==> src/hw/rtl/ipv4sn_pkg.sv <==
// Shared constants and types for the dotted-decimal IPv4 parser.
package ipv4sn_pkg;

	// Result status codes.
	localparam logic [2:0] ERR_NONE   = 3'd0;
	localparam logic [2:0] ERR_CHAR   = 3'd1;
	localparam logic [2:0] ERR_DIGITS = 3'd2;
	localparam logic [2:0] ERR_RANGE  = 3'd3;
	localparam logic [2:0] ERR_EMPTY  = 3'd4;
	localparam logic [2:0] ERR_DOTS   = 3'd5;
	localparam logic [2:0] ERR_MASK   = 3'd6;

	// ASCII characters of interest.
	localparam logic [7:0] CHAR_ZERO = 8'h30;
	localparam logic [7:0] CHAR_NINE = 8'h39;
	localparam logic [7:0] CHAR_DOT  = 8'h2E;

	// Octet limits.
	localparam logic [9:0] OCTET_MAX  = 10'd255;
	localparam logic [1:0] DIGITS_MAX = 2'd3;
	localparam logic [1:0] DOTS_FULL  = 2'd3;

	// Parse state of the string in progress.
	typedef struct packed {
		logic [9:0]  octet_value;
		logic [1:0]  digit_count;
		logic [1:0]  dot_count;
		logic [31:0] packed_value;
		logic [2:0]  first_error;
	} parse_state_t;

endpackage

==> src/hw/rtl/ipv4sn_parse.sv <==
// Character-level parse state: digit accumulation, dot handling and first error.
module ipv4sn_parse
	import ipv4sn_pkg::*;
(
	input  logic         clk,
	input  logic         arst_n,
	input  logic         step,
	input  logic [7:0]   character,
	input  logic         last,
	output parse_state_t post
);

	parse_state_t state_q;
	logic         is_digit;
	logic [3:0]   digit;
	logic [9:0]   octet_times_ten;

	assign is_digit = (character >= CHAR_ZERO) && (character <= CHAR_NINE);
	assign digit = 4'(character - CHAR_ZERO);
	assign octet_times_ten = {state_q.octet_value[6:0], 3'b000}
		+ {state_q.octet_value[8:0], 1'b0} + {6'd0, digit};

	// Apply one character to the state, unless an error was already seen.
	always_comb begin
		post = state_q;
		if (state_q.first_error == ERR_NONE) begin
			if (is_digit) begin
				if (state_q.digit_count == DIGITS_MAX) begin
					post.first_error = ERR_DIGITS;
				end else begin
					post.octet_value = octet_times_ten;
					post.digit_count = state_q.digit_count + 2'd1;
				end
			end else if (character == CHAR_DOT) begin
				if (state_q.digit_count == 2'd0) begin
					post.first_error = ERR_EMPTY;
				end else if (state_q.octet_value > OCTET_MAX) begin
					post.first_error = ERR_RANGE;
				end else if (state_q.dot_count == DOTS_FULL) begin
					post.first_error = ERR_DOTS;
				end else begin
					post.packed_value = {state_q.packed_value[23:0],
						state_q.octet_value[7:0]};
					post.dot_count = state_q.dot_count + 2'd1;
					post.octet_value = 10'd0;
					post.digit_count = 2'd0;
				end
			end else begin
				post.first_error = ERR_CHAR;
			end
		end
	end

	// The state clears after the final character of each string.
	always_ff @(posedge clk or negedge arst_n) begin
		if (!arst_n) begin
			state_q <= '0;
		end else if (step) begin
			state_q <= last ? '0 : post;
		end
	end

endmodule

==> src/hw/rtl/ipv4sn_finish.sv <==
// End-of-string checks, stored address, subnet arithmetic and result register.
module ipv4sn_finish
	import ipv4sn_pkg::*;
(
	input  logic         clk,
	input  logic         arst_n,
	input  logic         finish,
	input  logic         pop,
	input  logic         is_mask,
	input  parse_state_t post,
	output logic         out_valid,
	output logic         was_mask,
	output logic         ok,
	output logic [2:0]   error_code,
	output logic [31:0]  parsed_value,
	output logic         derived_valid,
	output logic [31:0]  network,
	output logic [31:0]  host_part,
	output logic [31:0]  broadcast
);

	logic [31:0] stored_address_q;
	logic        address_good_q;
	logic [2:0]  shape_err;
	logic [2:0]  err;
	logic [31:0] raw_value;
	logic [31:0] inv;
	logic        good;
	logic        dv;

	// Final octet and dot count checks, in priority order.
	always_comb begin
		if (post.first_error != ERR_NONE) begin
			shape_err = post.first_error;
		end else if (post.digit_count == 2'd0) begin
			shape_err = ERR_EMPTY;
		end else if (post.octet_value > OCTET_MAX) begin
			shape_err = ERR_RANGE;
		end else if (post.dot_count != DOTS_FULL) begin
			shape_err = ERR_DOTS;
		end else begin
			shape_err = ERR_NONE;
		end
	end

	// A mask must be ones from the top then zeros.
	assign raw_value = {post.packed_value[23:0], post.octet_value[7:0]};
	assign inv = ~raw_value;
	always_comb begin
		err = shape_err;
		if ((shape_err == ERR_NONE) && is_mask && ((inv & (inv + 32'd1)) != 32'd0)) begin
			err = ERR_MASK;
		end
	end
	assign good = (err == ERR_NONE);
	assign dv = good && is_mask && address_good_q;

	// Result valid flag.
	always_ff @(posedge clk or negedge arst_n) begin
		if (!arst_n) begin
			out_valid <= 1'b0;
		end else if (finish) begin
			out_valid <= 1'b1;
		end else if (pop) begin
			out_valid <= 1'b0;
		end
	end

	// Result payload.
	always_ff @(posedge clk) begin
		if (finish) begin
			was_mask      <= is_mask;
			ok            <= good;
			error_code    <= err;
			parsed_value  <= good ? raw_value : 32'd0;
			derived_valid <= dv;
			network       <= dv ? (stored_address_q & raw_value) : 32'd0;
			host_part     <= dv ? (stored_address_q & inv) : 32'd0;
			broadcast     <= dv ? ((stored_address_q & raw_value) | inv) : 32'd0;
		end
	end

	// The most recent good address.
	always_ff @(posedge clk or negedge arst_n) begin
		if (!arst_n) begin
			stored_address_q <= 32'd0;
			address_good_q   <= 1'b0;
		end else if (finish && good && !is_mask) begin
			stored_address_q <= raw_value;
			address_good_q   <= 1'b1;
		end
	end

endmodule

==> src/hw/rtl/ipv4_dotted_parse_subnet_top.sv <==
// Top level of the dotted-decimal IPv4 parser with subnet arithmetic.
// The input channel takes one ASCII character per item with is_mask and last;
// an item is taken at an edge where in_valid is high and in_stall is low.
// The output channel gives one result per string, on the item that had last
// set, under out_valid and out_stall with the same rule.
// Each item lands in the input register; when it moves on from there, the
// parse state updates and, for a final character, the result is written to
// the output register. Throughput is one item per cycle while no final
// character is held in the input register under out_stall.
// While a result waits under out_stall, characters that produce no result
// keep flowing; only a final character is held in the input register, with
// in_stall high, until the output register frees.
// Reset clears the parse state, the stored good address and both valid flags.
module ipv4_dotted_parse_subnet_top
	import ipv4sn_pkg::*;
(
	input  logic        clk,
	input  logic        arst_n,
	input  logic        in_valid,
	output logic        in_stall,
	input  logic [7:0]  character,
	input  logic        is_mask,
	input  logic        last,
	output logic        out_valid,
	input  logic        out_stall,
	output logic        was_mask,
	output logic        ok,
	output logic [2:0]  error_code,
	output logic [31:0] parsed_value,
	output logic        derived_valid,
	output logic [31:0] network,
	output logic [31:0] host_part,
	output logic [31:0] broadcast
);

	logic         valid_s1;
	logic [7:0]   char_s1;
	logic         mask_s1;
	logic         last_s1;
	logic         advance;
	logic         load_s1;
	parse_state_t post;

	// The staged item moves on unless it yields a result with nowhere to go.
	assign advance = valid_s1 && (!last_s1 || !out_valid || !out_stall);
	assign load_s1 = !valid_s1 || advance;
	assign in_stall = !load_s1;

	// Input register.
	always_ff @(posedge clk or negedge arst_n) begin
		if (!arst_n) begin
			valid_s1 <= 1'b0;
		end else if (load_s1) begin
			valid_s1 <= in_valid;
		end
	end

	always_ff @(posedge clk) begin
		if (load_s1 && in_valid) begin
			char_s1 <= character;
			mask_s1 <= is_mask;
			last_s1 <= last;
		end
	end

	ipv4sn_parse u_parse (
		.clk       (clk),
		.arst_n    (arst_n),
		.step      (advance),
		.character (char_s1),
		.last      (last_s1),
		.post      (post)
	);

	ipv4sn_finish u_finish (
		.clk           (clk),
		.arst_n        (arst_n),
		.finish        (advance && last_s1),
		.pop           (out_valid && !out_stall),
		.is_mask       (mask_s1),
		.post          (post),
		.out_valid     (out_valid),
		.was_mask      (was_mask),
		.ok            (ok),
		.error_code    (error_code),
		.parsed_value  (parsed_value),
		.derived_valid (derived_valid),
		.network       (network),
		.host_part     (host_part),
		.broadcast     (broadcast)
	);

endmodule
==> config.mk <==
export PLATFORM = sky130hd
export DESIGN_NAME = ipv4_dotted_parse_subnet_top
export DESIGN_NICKNAME = d
export VERILOG_FILES = /design/src/hw/rtl/ipv4sn_pkg.sv /design/src/hw/rtl/ipv4sn_parse.sv /design/src/hw/rtl/ipv4sn_finish.sv /design/src/hw/rtl/ipv4_dotted_parse_subnet_top.sv
export SDC_FILE = /design/constraint.sdc
export NUM_CORES = 1
export LEC_CHECK = 0
export ABC_CLOCK_PERIOD_IN_PS = 11400
export BUFFER_PORTS_ARGS = -buffer_cell sky130_fd_sc_hd__clkbuf_2
export CELL_PAD_IN_SITES_DETAIL_PLACEMENT = 1
export CELL_PAD_IN_SITES_GLOBAL_PLACEMENT = 1
export CORE_MARGIN = 5
export CORE_UTILIZATION = 35
export DETAILED_ROUTE_END_ITERATION = 6
export MAX_ROUTING_LAYER = met4
export PLACE_DENSITY_LB_ADDON = 0.1
export SYNTH_ARGS = -nofsm -noshare
export SYNTH_HDL_FRONTEND = slang
export SYNTH_SLANG_ARGS = --single-unit
==> constraint.sdc <==
create_clock -name clk -period 11.4 [get_ports clk]
set_input_delay 0.57 -clock clk [delete_from_list [all_inputs] [get_ports clk]]
set_output_delay 0.57 -clock clk [all_outputs]
set_load 0.05 [all_outputs]
==> results of run 1 <==
==> power by group <==
part | switching [W] | total, W | internal (W)
clock network | 0.000307 | 0.000740 | 0.000433
registers | 0.0000146 | 0.000895 | 0.000880
logic | 0.000154 | 0.000203 | 0.0000496
==> cell type report <==
type                       instances  area (um^2)
fill                            3206        16700
tap                              384          480
clock buffer                      39          687
inverter                          24         90.1
sequential                       220         6230
clock inverter                     5         58.8
multi-input combinational        620         3800
timing repair buffer             159          826
==> sequential cells by signal, summed over array words and instances (netlist names) <==
name	count
u_finish.out_valid	1
valid_s1	1
char_s1	8
u_parse.state_q	41
u_finish.error_code	3
u_finish.address_good_q	1
u_finish.parsed_value	32
u_finish.broadcast	32
mask_s1	1
last_s1	1
u_finish.derived_valid	1
u_finish.stored_address_q	32
u_finish.network	32
u_finish.was_mask	1
u_finish.host_part	32
u_finish.ok	1
==> cells in the final DEF, fill, tap and decap left out, types with 3 or more instances in the layout <==
cell	netlist	final
clkbuf_2	0	148
a31oi_1	7	7
and4_1	3	3
o2111ai_1	3	3
nor3_1	11	11
o21ai_0	94	94
clkbuf_16	0	24
or3_1	7	7
and3b_1	25	25
ha_1	14	14
nand2b_1	11	11
and2_1	10	10
or4_1	8	8
nand2_1	103	102
a21oi_1	27	27
mux2_2	3	3
nor4_1	8	8
clkbuf_8	0	3
edfxtp_1	144	144
a211oi_1	6	6
or2_2	4	4
xor2_1	3	3
a22o_1	5	5
o22ai_1	7	7
nor2_1	77	77
o221ai_1	3	3
a31o_2	5	5
o31ai_1	3	3
dfrtp_1	76	76
and3_1	43	42
mux2i_1	20	20
nand4_1	8	8
inv_1	24	24
clkbuf_1	37	12
nand3_1	16	15
o21a_1	34	34
o211ai_1	3	3
a21o_1	5	5
buf_4	1	10
==> repair_timing <==
action | CTS | global route
setup buffers | 0 | 0
endpoints found under the hold margin | 13 | 0
hold buffers | 1 | 0
==> per-stage QoR <==
stage	utilization	cells	setup WS, ns	hold WS [ns]	total power, W
after floorplan	-	913	5.57	0.274	0.00105
after global placement	0.396	1406	5.84	0.448	0.00111
after detailed placement	0.396	1406	5.80	0.452	0.00112
after CTS	0.422	1451	5.79	0.201	0.00186
after global routing	0.422	1451	5.36	0.210	0.00191
final	0.422	1451	5.81	0.226	0.00184
==> cell usage after synthesis, types with 4 or more instances <==
library cell,n
dfrtp_1,76
or2_2,4
o21a_1,34
or3_1,7
and2_1,10
clkbuf_1,37
o22ai_1,7
nand3_1,16
mux2i_1,20
a31o_2,5
nor4_1,8
a21o_1,5
ha_1,14
buf_2,7
edfxtp_1,144
a211oi_1,6
nand2_1,103
or4_1,8
and3_1,43
nand2b_1,11
a31oi_1,7
and3b_1,25
nand4_1,8
a22o_1,5
a21oi_1,27
nor3_1,11
nor2_1,77
inv_1,24
o21ai_0,94
==> worst reg2reg max path, stage by stage (launching register included) <==
cell and delay (ns):
dfrtp_1 0.41, nor3_2 0.34, nand4_1 0.70, nor2_2 0.28
buf_4 0.42, mux2i_1 0.42, a221o_1 0.43, or4_1 0.43
a2111oi_2 0.35, nand4_1 0.37, nor3_4 0.27, buf_4 0.68
and3b_1 0.36
==> worst paths after layout <==
kind                                          from                             to  slack [ns]  cells past startpoint
min in group asynchronous                   arst_n   u_finish.stored_address_q[2]        0.45                      2
setup reg to reg                u_parse.state_q[1]           u_finish.network[14]        5.81                     12
hold / removal                        character[3]                     char_s1[3]        0.23                      1
setup / recovery                u_parse.state_q[1]           u_finish.network[14]        5.81                     12
max in group asynchronous                   arst_n  u_finish.stored_address_q[21]        9.78                      3
hold reg to reg            u_finish.address_good_q        u_finish.address_good_q        0.48                      1
==> cell families (layout without fill, tap and decap cells) <==
group                    Yosys count  after routing  share of synthesized area
AO/OA/AOI/OAI                    231            231                      0.144
buffers and inverters             73            227                     0.0300
adder cells (fa/ha/maj)           16             16                     0.0209
AND/OR/NAND/NOR                  346            346                      0.175
multiplexers                      23             23                     0.0227
XOR/XNOR                           4              4                    0.00340
flip-flops                       220            220                      0.604
==> per-layer routing <==
metal  vias up  share of wire  wire length [um]
li1       3680              -                 -
met1      3825           0.45             13400
met2       179           0.49             14500
met3        40          0.041              1210
met4         0          0.022               641
met5         -              0                 0
==> flow_metrics.py, run 1 <==
metrics = {
    "run_status": {
        "status": "completed",
    },
    "yosys": {
        "ys_ff_latch": 220,
        "ys_async_sr_fraction": 0.345,
        "synth_edf_count": 144,
        "synthTopCellsByArea": "edfxtp_1 42%, dfrtp_1 18%, o21ai_0 4.6%, nand2_1 3.8%, nor2_1 2.8%",
        "ys.flop_type": "edfxtp_1",
        "synthesis.area_mm2": 0.0103,
        "synth_top_area_frac": 0.420,
        "yosys.cell_types.count": 71,
        "synth.avg_cell_area_um2": 11.3,
        "synthCells": 913,
        "synth-seq-area-share": 0.604,
        "synth.largest_area_cell": "edfxtp_1",
        "yosysWarnings": 0,
        "syn_nets": 943,
    },
    "floorplanning": {
        "die_area_mm2": 0.0330,
        "io_pins": 150,
        "core_mm2": 0.0289,
        "die_w_um": 182,
        "initial_utilization": 0.357,
        "die_h_um": 182,
        "num_rows": 62,
    },
    "drt": {
        "viasPerCell": 5.32,
        "drtPass1Iterations": 4,
        "routed_wl_mm": 29.7,
        "drtIter0Drc": 458,
        "drc": 0,
        "num_vias": 7724,
        "wl_per_cell_um": 20.5,
        "postRouteAntennaNets": 0,
    },
    "sta": {
        "drv_slew": 0,
        "finalHoldViolations": 0,
        "rsz0062_at_grt": "no",
        "fin_worst_skew_ns": 0.0113,
        "worst_pin_slew_ns": 1.01,
        "min_period_over_period": 0.491,
        "setup_viol": 0,
        "period_minus_slack_ns": 5.59,
        "fin_tns_setup_ns": 0,
        "fmax_mhz": 179,
        "relSlewSlack": 0.330,
    },
    "layout": {
        "fin_nets": 1079,
        "final_area_mm2": 0.0122,
        "drive_above_1_share": 0.201,
        "area_growth_pct": 18.1,
        "antennaDiodeCount": 0,
    },
    "global_routing": {
        "grt_antenna_before_repair": 0,
        "globalRouteMet3Util": 0.0234,
        "grt_busiest_layer": "met2",
        "grt_pass1_vias": 8102,
        "gr-usage-met1": 0.243,
        "grt_use_met2": 0.306,
        "grt_pass1_wl_mm": 47.8,
        "grt_remaining_overflow": 0,
        "track_usage": 0.184,
        "grt_max_degree": 98,
    },
    "worst_setup_path": {
        "critical_path_required_ns": 11.78,
        "startpoint_type": "flip-flop",
        "crit_path_cell_trace": "nor3_2 > nand4_1 > nor2_2 > buf_4 > mux2i_1 > a221o_1 > or4_1 > a2111oi_2 > nand4_1 > nor3_4 > buf_4 > and3b_1",
        "crit_arrival_ns": 5.97,
        "critPathMaxStageDelay_ns": 0.70,
        "end_kind": "flip-flop",
        "slowest_stage": "nand4_1",
        "critical_path_peak_fanout": 97,
        "critical_path_buf_inv_count": 2,
        "cp_top_family": "simple AND/OR/NAND/NOR gates",
        "crit_type": "flip-flop to flip-flop",
    },
    "power_and_ir_drop": {
        "p_leak_nw": 5.22,
        "vdd_ir_drop_max_mv": 0.107,
        "powerDensity_mw_per_mm2": 151,
    },
    "cts": {
        "cts_tree": "yes",
        "root_buffer": "clkbuf_16",
        "cts_max_level": 1,
        "max-clock-path-buffers": 3,
        "cts_resized": 0,
        "numCtsBuffers": 24,
        "clock_latency_ns": 0.52,
        "cts_sinks": 220,
        "cts.clk_slew.worst_paths_ns": 0.06,
    },
    "placement": {
        "gp_congestion": 0.911,
        "dp_hpwl_mm": 20.6,
        "placed_cell_area_mm2": 0.0114,
        "port_buffers": 149,
    },
    "flow_run": {
        "maxCapViolations": 0,
    },
    "min_path": {
        "hold_path_class": "primary input to flip-flop",
    },
}
Note: power is estimated with default switching activity, not from simulation.
==> run 2, diff against run 1 <==
--- a/config.mk
+++ b/config.mk
@@ -5,7 +5,7 @@
 export SDC_FILE = /design/constraint.sdc
 export NUM_CORES = 1
 export LEC_CHECK = 0
-export ABC_CLOCK_PERIOD_IN_PS = 11400
+export ABC_CLOCK_PERIOD_IN_PS = 5800
 export BUFFER_PORTS_ARGS = -buffer_cell sky130_fd_sc_hd__clkbuf_2
 export CELL_PAD_IN_SITES_DETAIL_PLACEMENT = 1
 export CELL_PAD_IN_SITES_GLOBAL_PLACEMENT = 1
==> constraint.sdc (replaced) <==
create_clock -name clk -period 5.8 [get_ports clk]
set_input_delay 0.29 -clock clk [delete_from_list [all_inputs] [get_ports clk]]
set_output_delay 0.29 -clock clk [all_outputs]
set_load 0.05 [all_outputs]
==> flow_metrics.py, run 2 (synthesis results as in run 1) <==
metrics = {
    "drt": {
        "postRouteAntennaNets": 0,
        "drtPass1Iterations": 5,
        "routed_wl_mm": 30.7,
        "viasPerCell": 5.33,
        "wl_per_cell_um": 20.7,
        "drtIter0Drc": 493,
        "drc": 0,
        "num_vias": 7894,
    },
    "worst_setup_path": {
        "critical_path_required_ns": 6.18,
        "crit_arrival_ns": 5.39,
        "reg2reg_depth": 14,
        "cp-startpoint": "u_parse.state_q[41]",
        "end_kind": "flip-flop",
        "critical_path_peak_fanout": 70,
        "startpoint_type": "flip-flop",
        "rr_startpoint": "u_parse.state_q[41]",
        "rrSetupSlack_ns": 0.79,
        "reg2reg_to": "u_finish.network[23]",
        "crit_type": "flip-flop to flip-flop",
    },
    "flow_run": {
        "maxCapViolations": 0,
    },
    "sta": {
        "holdWs_ns": 0.272,
        "min_period_over_period": 0.864,
        "setup_viol": 0,
        "fin_worst_skew_ns": 0.0178,
        "finalHoldViolations": 0,
        "rsz0062_at_grt": "no",
        "fmax_mhz": 200,
        "fin_tns_setup_ns": 0,
        "relSlewSlack": 0.345,
        "period_minus_slack_ns": 5.01,
        "worst_pin_slew_ns": 0.976,
        "drv_slew": 0,
    },
    "power_and_ir_drop": {
        "vdd_ir_drop_max_mv": 0.172,
        "p_total_w": 0.00374,
        "power_frac_comb": 0.110,
        "swShare": 0.255,
        "p_leak_nw": 5.38,
        "p_switching_w": 0.000956,
        "powerDensity_mw_per_mm2": 299,
        "power_frac_clock": 0.419,
        "p_int_w": 0.00279,
        "power_frac_seq": 0.470,
    },
    "global_routing": {
        "grt_remaining_overflow": 0,
        "grt_pass1_vias": 8239,
        "grt_antenna_before_repair": 0,
        "grt_pass1_wl_mm": 48.6,
        "grt_max_degree": 76,
        "track_usage": 0.189,
    },
    "run_status": {
        "status": "completed",
    },
    "placement": {
        "gp_congestion": 0.884,
        "dp_hpwl_mm": 21.4,
        "port_buffers": 149,
    },
    "floorplanning": {
        "die_area_mm2": 0.0330,
        "initial_utilization": 0.357,
        "die_h_um": 182,
        "core_mm2": 0.0289,
        "die_w_um": 182,
        "num_rows": 62,
        "io_pins": 150,
    },
    "cts": {
        "clock_latency_ns": 0.53,
        "cts.clk_slew.worst_paths_ns": 0.06,
        "cts_tree": "yes",
        "root_buffer": "clkbuf_16",
        "cts_sinks": 220,
        "max-clock-path-buffers": 3,
        "cts_max_level": 1,
        "numCtsBuffers": 25,
        "cts_resized": 0,
    },
    "layout": {
        "antennaDiodeCount": 0,
        "fin_nets": 1108,
        "largest_register_ffs": 41,
        "drive_above_1_share": 0.217,
        "layout_commonest_cell": "clkbuf_2",
        "largest_register": "u_parse.state_q",
        "area_growth_pct": 21.3,
        "layout_common_cells": "148 x clkbuf_2, 144 x edfxtp_1, 103 x nand2_1",
    },
    "min_path": {
        "hold_path_class": "primary input to async pin",
    },
}
[run 2: changes by cell type in the layout (fill, tap and decap cells not counted), sizes merged]
| cell | delta |
|---|---|
| buf | +16 |
| bufinv | +1 |
| clkbuf | -2 |
| clkinvlp | +2 |
| dlygate4sd3 | +12 |
| inv | +1 |
[run 2: worst max-delay path by stage]
stage,slack (ns),depth (start not counted),endpoint
final,0.79,14,u_finish.network[23]
after global placement,0.87,14,u_finish.stored_address_q[2]
after detailed placement,0.81,14,u_finish.stored_address_q[25]
after floorplan,1.48,15,u_finish.broadcast[17]
after CTS,0.78,14,u_finish.stored_address_q[25]
after global routing,0.36,14,u_finish.stored_address_q[31]
[run 2: metal layers]
layer / GRT usage / share of wire
met5: - / 0
met4: 0.0363 / 0.018
met3: 0.0254 / 0.039
met2: 0.319 / 0.49
met1: 0.247 / 0.45
[run 2: worst max-delay path, cell delays in order (launching register included)]
cell	delay, ns
dfrtp_1	0.51
inv_1	0.13
fa_1	0.50
fa_1	0.58
or4b_2	0.63
inv_1	0.10
nand3_1	0.11
a32o_1	0.41
o21ai_0	0.23
o2111ai_1	0.17
a2111oi_2	0.30
nand4_1	0.34
nor3_4	0.33
buf_12	0.28
and3b_1	0.21
[run 2: power groups by stage]
stage | clock [W] | combinational (W) | sequential, W
6_report | 0.00157 | 0.000412 | 0.00176
5_1_grt | 0.00169 | 0.000440 | 0.00177
4_1_cts | 0.00162 | 0.000415 | 0.00176
3_5_place_dp | 0 | 0.000406 | 0.00179
3_3_place_gp | 0 | 0.000406 | 0.00179
2_1_floorplan | 0 | 0.000138 | 0.00193
[run 2: metrics by stage]
step,setup slack [ns],cell area (um^2),util,std cells
3_5_place_dp,0.809,11500,0.400,1422
4_1_cts,0.777,12500,0.433,1481
3_3_place_gp,0.868,11500,0.400,1422
2_1_floorplan,1.48,10300,-,913
6_report,0.791,12500,0.433,1481
5_1_grt,0.361,12500,0.433,1481
[run 2: cell type report]
class                      instances  area [um^2]
clock inverter                     9          103
fill                            3205        16400
multi-input combinational        620         3800
inverter                          24         90.1
tap                              384          480
sequential                       220         6230
clock buffer                      37          721
timing repair buffer             187         1080
[run 2: timing repair]
item                                   in CTS  in global routing
endpoints found under the hold margin      48                  0
hold buffers                               13                  0
buffers inserted                            0                  0
==> run 3, diff against run 2 <==
--- a/config.mk
+++ b/config.mk
@@ -10,10 +10,11 @@
 export CELL_PAD_IN_SITES_DETAIL_PLACEMENT = 1
 export CELL_PAD_IN_SITES_GLOBAL_PLACEMENT = 1
 export CORE_MARGIN = 5
-export CORE_UTILIZATION = 35
+export CORE_UTILIZATION = 25
 export DETAILED_ROUTE_END_ITERATION = 6
 export MAX_ROUTING_LAYER = met4
 export PLACE_DENSITY_LB_ADDON = 0.1
+export SKIP_CTS_REPAIR_TIMING = 1
 export SYNTH_ARGS = -nofsm -noshare
 export SYNTH_HDL_FRONTEND = slang
 export SYNTH_SLANG_ARGS = --single-unit
==> flow_metrics.py, run 3 (synthesis results as in run 1) <==
metrics = {
    "global_routing": {
        "grt_remaining_overflow": 0,
        "grt_pass1_wl_mm": 52.5,
        "grt_pass1_vias": 8296,
        "grt_max_degree": 98,
        "track_usage": 0.154,
        "grt_antenna_before_repair": 0,
    },
    "drt": {
        "drtPass1Iterations": 4,
        "drtIter0Drc": 389,
        "wl_per_cell_um": 20.9,
        "wl_met3_mm": 1.37,
        "met2WireLength_mm": 16.8,
        "wl_met1_mm": 15.2,
        "highest_layer": "met4",
        "routed_wl_mm": 34.2,
        "viasPerCell": 4.81,
        "num_vias": 7854,
        "drc": 0,
        "postRouteAntennaNets": 0,
    },
    "cts": {
        "cts_max_level": 1,
        "clock_latency_ns": 0.55,
        "cts_sinks": 220,
        "numCtsBuffers": 27,
        "max-clock-path-buffers": 3,
        "root_buffer": "clkbuf_16",
        "cts_tree": "yes",
        "cts.clk_slew.worst_paths_ns": 0.06,
    },
    "worst_setup_path": {
        "critical_path_required_ns": 6.22,
        "rrSetupSlack_ns": 0.76,
        "critical_path_peak_fanout": 97,
        "critical_path_buf_inv_count": 3,
        "critPathMaxStageDelay_ns": 0.61,
        "startpoint_type": "flip-flop",
        "crit_path_cell_trace": "inv_1 > fa_1 > fa_1 > or4b_2 > inv_1 > nand3_1 > a32o_1 > o21ai_0 > o2111ai_1 > a2111oi_2 > nand4_1 > nor3_4 > buf_12 > and4_1",
        "slowest_stage": "or4b_2",
        "crit_arrival_ns": 5.46,
        "end_kind": "flip-flop",
        "crit_type": "flip-flop to flip-flop",
        "cp_top_family": "simple AND/OR/NAND/NOR gates",
    },
    "layout": {
        "largest_register": "u_parse.state_q",
        "fin_nets": 1110,
        "area_growth_pct": 24.2,
        "antennaDiodeCount": 0,
        "final_area_mm2": 0.0128,
        "drive_above_1_share": 0.216,
        "layout_common_cells": "148 x clkbuf_2, 144 x edfxtp_1, 103 x nand2_1",
        "layout_commonest_cell": "clkbuf_2",
        "largest_register_ffs": 41,
    },
    "sta": {
        "fin_worst_skew_ns": 0.00967,
        "setup_viol": 0,
        "relSlewSlack": 0.342,
        "fmax_mhz": 198,
        "rsz0062_at_grt": "no",
        "fin_tns_setup_ns": 0,
        "finalHoldViolations": 0,
        "worst_pin_slew_ns": 0.978,
        "drv_slew": 0,
        "min_period_over_period": 0.869,
        "period_minus_slack_ns": 5.04,
    },
    "placement": {
        "port_buffers": 149,
        "placed_cell_area_mm2": 0.0118,
        "gp_congestion": 0.839,
        "dp_hpwl_mm": 24.1,
    },
    "power_and_ir_drop": {
        "p_leak_nw": 5.44,
        "vdd_ir_drop_max_mv": 0.201,
        "p_total_w": 0.00388,
        "powerDensity_mw_per_mm2": 303,
    },
    "floorplanning": {
        "num_rows": 74,
        "die_area_mm2": 0.0454,
        "initial_utilization": 0.252,
        "core_mm2": 0.0408,
        "io_pins": 150,
        "die_w_um": 213,
        "die_h_um": 213,
    },
    "run_status": {
        "status": "completed",
    },
    "flow_run": {
        "maxCapViolations": 0,
    },
    "min_path": {
        "hold_path_class": "primary input to async pin",
    },
}
## run 3: final cells by class
| type | count | area, um^2 |
|---|---|---|
| tap | 532 | 666 |
| clock inverter | 10 | 141 |
| multi-input combinational | 620 | 3800 |
| sequential | 220 | 6230 |
| fill | 4567 | 28000 |
| inverter | 24 | 90.1 |
| clock buffer | 40 | 754 |
| timing repair buffer | 187 | 1120 |
## run 3: worst paths after layout
check,startpoint,endpoint,cells past startpoint
setup / recovery,u_parse.state_q[41],u_finish.network[6],14
hold / removal,arst_n,u_finish.stored_address_q[2],2
setup reg to reg,u_parse.state_q[41],u_finish.network[6],14
hold reg to reg,u_finish.address_good_q,u_finish.address_good_q,1
max in group asynchronous,arst_n,u_finish.stored_address_q[17],3
min in group clk,is_mask,mask_s1,2
## run 3: metrics by stage
| stage | setup WS [ns] | instances | hold slack, ns | util |
|---|---|---|---|---|
| after floorplan | 1.48 | 913 | -0.00559 | - |
| after global placement | 0.858 | 1570 | 0.314 | 0.288 |
| after detailed placement | 0.775 | 1570 | 0.316 | 0.288 |
| after CTS | 0.751 | 1620 | -0.282 | 0.310 |
| after global routing | 0.419 | 1633 | 0.303 | 0.313 |
| final | 0.759 | 1633 | 0.252 | 0.313 |
## run 3: report_power, final
part / total (W) / switching, W / internal, W / leakage (nW)
clock: 0.00171 / 0.000673 / 0.00104 / 0.437
combinational: 0.000409 / 0.000305 / 0.000105 / 2.55
sequential: 0.00176 / 0.0000304 / 0.00173 / 2.45
## run 3: layer usage
layer	up-vias	global-route usage
met5	-	-
li1	3737	-
met2	168	0.256
met1	3895	0.199
met4	0	0.0428
met3	54	0.0191
